===== src/rtl/core/power_zone_time_accumulator_assert.svh =====
// Assertion macros shared by the power zone accumulator RTL.
`ifndef POWER_ZONE_TIME_ACCUMULATOR_ASSERT_SVH
`define POWER_ZONE_TIME_ACCUMULATOR_ASSERT_SVH

// Same-cycle implication, disabled while reset is low.
`define PZTA_ASSERT_NOW(label, clk_s, rst_s, ante, cons) \
  label: assert property (@(posedge clk_s) disable iff (!(rst_s)) (ante) |-> (cons)) \
    else $error("power zone accumulator check failed");

// Next-cycle implication, disabled while reset is low.
`define PZTA_ASSERT_NEXT(label, clk_s, rst_s, ante, cons) \
  label: assert property (@(posedge clk_s) disable iff (!(rst_s)) (ante) |=> (cons)) \
    else $error("power zone accumulator check failed");

`endif


===== src/rtl/core/pzta_pkg.sv =====
// Shared constants, types and zone bound table for the power zone accumulator.
package pzta_pkg;

  localparam int ZONE_COUNT_DEF = 7;

  localparam int CFG_W      = 12;
  localparam int CFG_IDX_W  = 2;
  localparam int ACTION_W   = 2;
  localparam int POWER_W    = 16;
  localparam int TIME_W     = 32;
  localparam int QUERY_W    = 4;
  localparam int ZONE_OUT_W = 3;
  localparam int ZSEC_W     = 23;
  localparam int TSEC_W     = 25;
  localparam int SUM_W      = 35;
  localparam int PCT_W      = 14;
  localparam int SCALED_W   = 23;
  localparam int BOUND_W    = 26;
  localparam int QUOT_W     = 26;

  localparam logic [ACTION_W-1:0] ACT_ADD   = 2'd0;
  localparam logic [ACTION_W-1:0] ACT_CLEAR = 2'd1;
  localparam logic [ACTION_W-1:0] ACT_QUERY = 2'd2;

  localparam logic [CFG_IDX_W-1:0] REG_THRESHOLD = 2'd0;
  localparam logic [CFG_IDX_W-1:0] REG_MIN_POWER = 2'd1;
  localparam logic [CFG_IDX_W-1:0] REG_MAX_POWER = 2'd2;

  localparam logic [CFG_W-1:0] DEF_THRESHOLD = 12'd200;
  localparam logic [CFG_W-1:0] DEF_MIN_POWER = 12'd50;
  localparam logic [CFG_W-1:0] DEF_MAX_POWER = 12'd1950;

  localparam logic [PCT_W-1:0] PCT_SCALE = 14'd100;
  localparam logic [PCT_W-1:0] LAST_PCT  = 14'd10000;

  localparam logic [PCT_W-1:0] INNER_PCT [15] = '{
    14'd55, 14'd75, 14'd90, 14'd105, 14'd120, 14'd150,
    14'd200, 14'd250, 14'd300, 14'd400, 14'd500, 14'd600, 14'd700, 14'd800, 14'd900
  };

  // x/1000 = (x>>3)/125; floor(2^38/125) undershoots by less than one
  localparam logic [31:0] RECIP_125   = 32'd2199023255;
  localparam int          RECIP_SHIFT = 38;
  localparam logic [7:0]  DIV_LOW     = 8'd125;

  typedef struct packed {
    logic mul_en;
    logic out_en;
  } div_ctrl_t;

  // upper bound of zone idx in percent of threshold
  function automatic logic [PCT_W-1:0] upper_pct(input int idx, input int count);
    logic [PCT_W-1:0] pct;
    if (idx + 1 >= count || idx >= 15) begin
      pct = LAST_PCT;
    end else begin
      pct = INNER_PCT[idx];
    end
    return pct;
  endfunction

endpackage


===== src/rtl/core/pzta_div1000.sv =====
// Two-stage divide by 1000 (pre-shifted dividend, reciprocal multiply, one correction).
module pzta_div1000 (
  input  logic                       clk,
  input  pzta_pkg::div_ctrl_t        ctrl,
  input  logic [31:0]                dividend,
  output logic [pzta_pkg::QUOT_W-1:0] quotient
);
  import pzta_pkg::*;

  logic [31:0]       y_r;
  logic [63:0]       prod_r;
  logic [QUOT_W-1:0] quot_r;

  logic [QUOT_W-1:0] q_est;
  logic [32:0]       q_mul;
  logic [32:0]       rem;
  logic [QUOT_W-1:0] q_fix;

  always_ff @(posedge clk) begin
    if (ctrl.mul_en) begin
      y_r    <= dividend;
      prod_r <= 64'(dividend) * 64'(RECIP_125);
    end
  end

  always_comb begin
    q_est = prod_r[63:RECIP_SHIFT];
    q_mul = 33'(q_est) * 33'(DIV_LOW);
    rem   = 33'(y_r) - q_mul;
    q_fix = (rem >= 33'(DIV_LOW)) ? q_est + QUOT_W'(1) : q_est;
  end

  always_ff @(posedge clk) begin
    if (ctrl.out_en) begin
      quot_r <= q_fix;
    end
  end

  assign quotient = quot_r;

endmodule


===== config.mk =====
export PLATFORM = sky130hd
export DESIGN_NAME = pzta_div1000
export DESIGN_NICKNAME = d
export VERILOG_FILES = /design/src/rtl/core/power_zone_time_accumulator_assert.svh /design/src/rtl/core/pzta_pkg.sv /design/src/rtl/core/pzta_div1000.sv
export SDC_FILE = /design/constraint.sdc
export NUM_CORES = 2
export LEC_CHECK = 0
export BUFFER_PORTS_ARGS = -buffer_cell sky130_fd_sc_hd__buf_2
export CAP_MARGIN = 0
export CORE_MARGIN = 2
export CORE_UTILIZATION = 70
export DETAILED_ROUTE_END_ITERATION = 8
export PLACE_DENSITY = 0.95
export REMOVE_ABC_BUFFERS = 1
export SYNTH_ARGS = -nofsm -noshare
export SYNTH_HDL_FRONTEND = slang
export SYNTH_SLANG_ARGS = --single-unit

===== constraint.sdc =====
create_clock -name clk -period 19.75 [get_ports clk]
set_input_delay 0 -clock clk [delete_from_list [all_inputs] [get_ports clk]]
set_output_delay 0 -clock clk [all_outputs]
set_load 0.02 [all_outputs]

==> Word level (Yosys, flattened, before mapping) <==
Index checks and enable logic that the tools add are counted.
{ "classes": {"n_lt_le_gt_ge": 1, "n_mux": 1, "n_addsub": 2, "multipliers": 2} }
{ "ops": {"columns": ["cell", "count"], "rows": [
  ["32-bit by 32-bit multiplier with 64-bit output, second input constant", 1],
  ["33-bit by 7-bit >= comparator with 1-bit output, second input constant", 1],
  ["26-bit by 7-bit multiplier with 33-bit output, second input constant", 1],
  ["32-bit by 33-bit subtractor with 33-bit output", 1],
  ["26-bit by 1-bit adder with 26-bit output, second input constant", 1],
  ["26-bit two-way mux", 1]
]} }
{ "word_totals": {"out_inout_bits": 26, "inputBits": 35, "regBits": 122, "elab_cells": 9} }

==> Longest topological paths before layout <==
{ "depth": {"depth_word": 4, "mapped_depth": 28, "mapped_depth_nobuf": 28} }

==> Worst setup path after synthesis <==
OpenSTA, ideal clock, no wires.
{ "synth_path": {"path_type": "input to register", "from": "in dividend[26]", "to": "reg prod_r[62] (data pin)", "required_ns": 19.489, "stages": 24, "path_buffers": 0, "t_arrival_ns": 6.098, "setup_slack_ns": 13.392, "cell_sequence": "ha_1 -> inv_1 -> fa_1 -> inv_1 -> fa_1 -> inv_1 -> fa_1 -> inv_1 -> fa_1 -> fa_1 -> fa_1 -> fa_1 -> ha_1 -> a21o_1 -> a21o_1 -> a21oi_1 -> o211ai_1 -> a221oi_1 -> o211ai_1 -> a21oi_1 -> nor2_1 -> o41ai_1 -> o311ai_0 -> o311a_1"} }
{ "synth_between": {"elab_chain_len": 1} }
{ "synth_lines": {"columns": ["item", "line_no", "text"], "rows": [
  ["start, declared", "pzta_div1000.sv:5", "input logic [31:0] dividend,"],
  ["32-bit by 32-bit multiplier with 64-bit output", "pzta_div1000.sv:22", "prod_r <= 64'(dividend) * 64'(RECIP_125);"],
  ["end signal, assigned", "pzta_div1000.sv:22", null],
  ["end, declared", "pzta_div1000.sv:11", "logic [63:0] prod_r;"]
]} }
Every way passes these cells.
A chain may end at the register's enable or synchronous reset.

==> Final worst setup path <==
{ "layout_path": {"from": "in dividend[16]", "to": "reg prod_r[62] (data pin)"} }
The elaborated chain is that of the path after synthesis.

==> results.ini <==
[clock_tree]
cts_made_buffers = 9
cts_setup_buffers = 0
clkSinkCount = 84
clk_latency_ns = 0.38
clk_pin_slew_ns = 0.08
htreeDepth = 3
postCtsResizedCells = 0
ctsHoldBuffers = 0
tritoncts = built
root_buffer = clkbuf_16
clk_path_buf_depth = 2

[routing]
via_per_inst = 6.21
route.final.wire_length_um = 71700
num_vias = 19000
drtIter0Drc = 1559
routedWlPerCell_um = 23.4
remaining_drc_errors = 0
postRouteAntennaNets = 0
firstDrtPassIters = 8

[setup_path]
r2r_start = prod_r[53]
startpoint_type = input pin
criticalPathCategory = input pin to register
cp.required_ns = 19.87
path_max_fanout = 12
crit_start = dividend[16]
worstPathArrival_ns = 7.51
crit_path_end_kind = register

[sta]
tns_ns = 0
finalMaxSlewViolations = 0
rsz0062_at_grt = no
timing.final.crit_share_pct = 37.4
setup_viol = 0
finalCriticalPeriod_ns = 7.39
worstMarginPinSlew_ns = 0.796
hold_violations = 0
fin_worst_skew_ns = 0.0148
relSlewSlack_pct = 47.0
fmax_mhz = 135

[synthesis]
synth_area_mm2 = 0.0259
synthCells = 2545
synthFlopType = edfxtp_1
yosysTopAreaCellShare_pct = 37.2
synth_edf_count = 84
syn_area_per_cell_um2 = 10.2
synth_async_sr_flop_share_pct = 0
synth_common_cells = inv_1, ha_1, fa_1, edfxtp_1, a21oi_1
ys_seq_elements = 84
synth_cell_types = 78
ys_seq_area_share_pct = 9.73
yosysWarnings = 0
synth_largest_area_cell = fa_1
synthTopCellsByArea = fa_1, ha_1, inv_1, edfxtp_1, a21oi_1
synth_most_common_cell = inv_1

[status]
status = finished clean

[final_layout]
drive_gt1_share_pct = 3.89
diodes = 0
syn_to_final_growth_pct = 4.03
multi_input_area_mm2 = 0.0203
regArea_mm2 = 0.00252
nFillCells = 2283
finish.net_count = 3631

[global_routing]
first_global_vias = 21400
antenna_found_initial = 0
grt_first_pass_wirelength_um = 114000
grt_start_max_net_pins = 59
grt_overflow = 0
grt_usage_pct = 39.1

[flow_run]
cap_violations = 0

[floorplan]
core_area_mm2 = 0.0365
start_util_pct = 71.0
dieWidth_um = 196
fp.dieH_um = 196
ios = 61
row_count = 70
die-area_mm2 = 0.0386

[place]
dp_hpwl_um = 61000
port_buffers = 60
gp_congestion = 1.02

[hold_path]
hp-class = input pin to register
hold_start = dividend[25]

## cells by family after synthesis
logic type / after synthesis / synth area share [%]
buf+inv: 826 / 12.2
simple gates: 257 / 5.42
mux: 3 / 0.116
flops: 84 / 9.73
xor+xnor: 64 / 2.16
fa+ha+maj: 1003 / 62.3
compound gates: 308 / 8.08
## critical path, cell delays in order
cell	delay [ns]
buf_2	0.38
ha_1	0.36
fa_1	0.46
fa_1	0.55
inv_1	0.08
fa_1	0.54
inv_1	0.06
fa_1	0.50
inv_1	0.06
fa_1	0.53
inv_1	0.05
fa_1	0.50
fa_1	0.42
ha_1	0.36
a21o_1	0.20
a21o_1	0.18
a21oi_1	0.28
nand3b_1	0.11
o21ai_0	0.22
o211ai_1	0.30
a21oi_1	0.31
nor2_1	0.14
o41ai_1	0.49
o311ai_0	0.25
o311a_1	0.15
## state kept, by name, indices dropped and copies added, names as in the netlist
| signal | count |
|---|---|
| quotient | 26 |
| y_r | 32 |
| prod_r | 26 |
## per-layer routing
layer,share of wire (%),GRT usage (%)
met5,0,0
met4,6.6,22.1
met3,9.0,8.54
met2,48,65.6
met1,37,47.0
## final cells by class
class                           count  share of cell area (%)
Clock inverter                      7                   0.264
Clock buffer                        9                   0.835
Multi-Input combinational cell   1635                    75.1
Inverter                          802                    11.2
Tap cell                          468                    2.17
Timing Repair Buffer               61                    1.14
Sequential cell                    84                    9.35
## stage by stage
step | area, um2 | cells | utilization, % | worst slack [ns] | hold WS, ns
after detailed placement | 26700 | 3050 | 73.1 | 12.23 | 0.436
after floorplan | 25800 | 2521 | - | 13.39 | 0.0989
after CTS | 27000 | 3066 | 73.9 | 12.59 | 0.0465
final | 27000 | 3066 | 73.9 | 12.36 | 0.0599
after global routing | 27000 | 3066 | 73.9 | 11.99 | 0.0534
after global placement | 26700 | 3050 | 73.1 | 12.48 | 0.438
## path summary, 6_finish.rpt
| check | to | slack, ns | cells after the start |
|---|---|---|---|
| worst max register to register | quotient[17] | 12.46 | 19 |
| worst min-delay path | y_r[25] | 0.06 | 1 |
| worst min register to register | quotient[21] | 0.70 | 1 |
| worst max-delay path | prod_r[62] | 12.36 | 25 |
## cells in the final DEF, fill, tap and decap left out, drive strengths merged, types with 6 or more instances in the layout
cell	count
a21boi	6
xnor2	45
clkbuf	9
a21oi	83
nor2b	17
edfxtp	84
and3	21
inv	807
o211ai	10
o2111ai	11
fa	482
nand3	44
nor3	15
nand2	48
buf	61
a211oi	11
nand2b	15
and2	7
a31oi	11
o21a	12
o21ai	58
nand4	25
xor2	19
a211o	6
a21o	51
ha	521
nor2	40
a2111oi	8
Power is left out: the tool's default activity adds up to more than one toggle a clock period on the data nets, which glitch-free logic cannot reach.
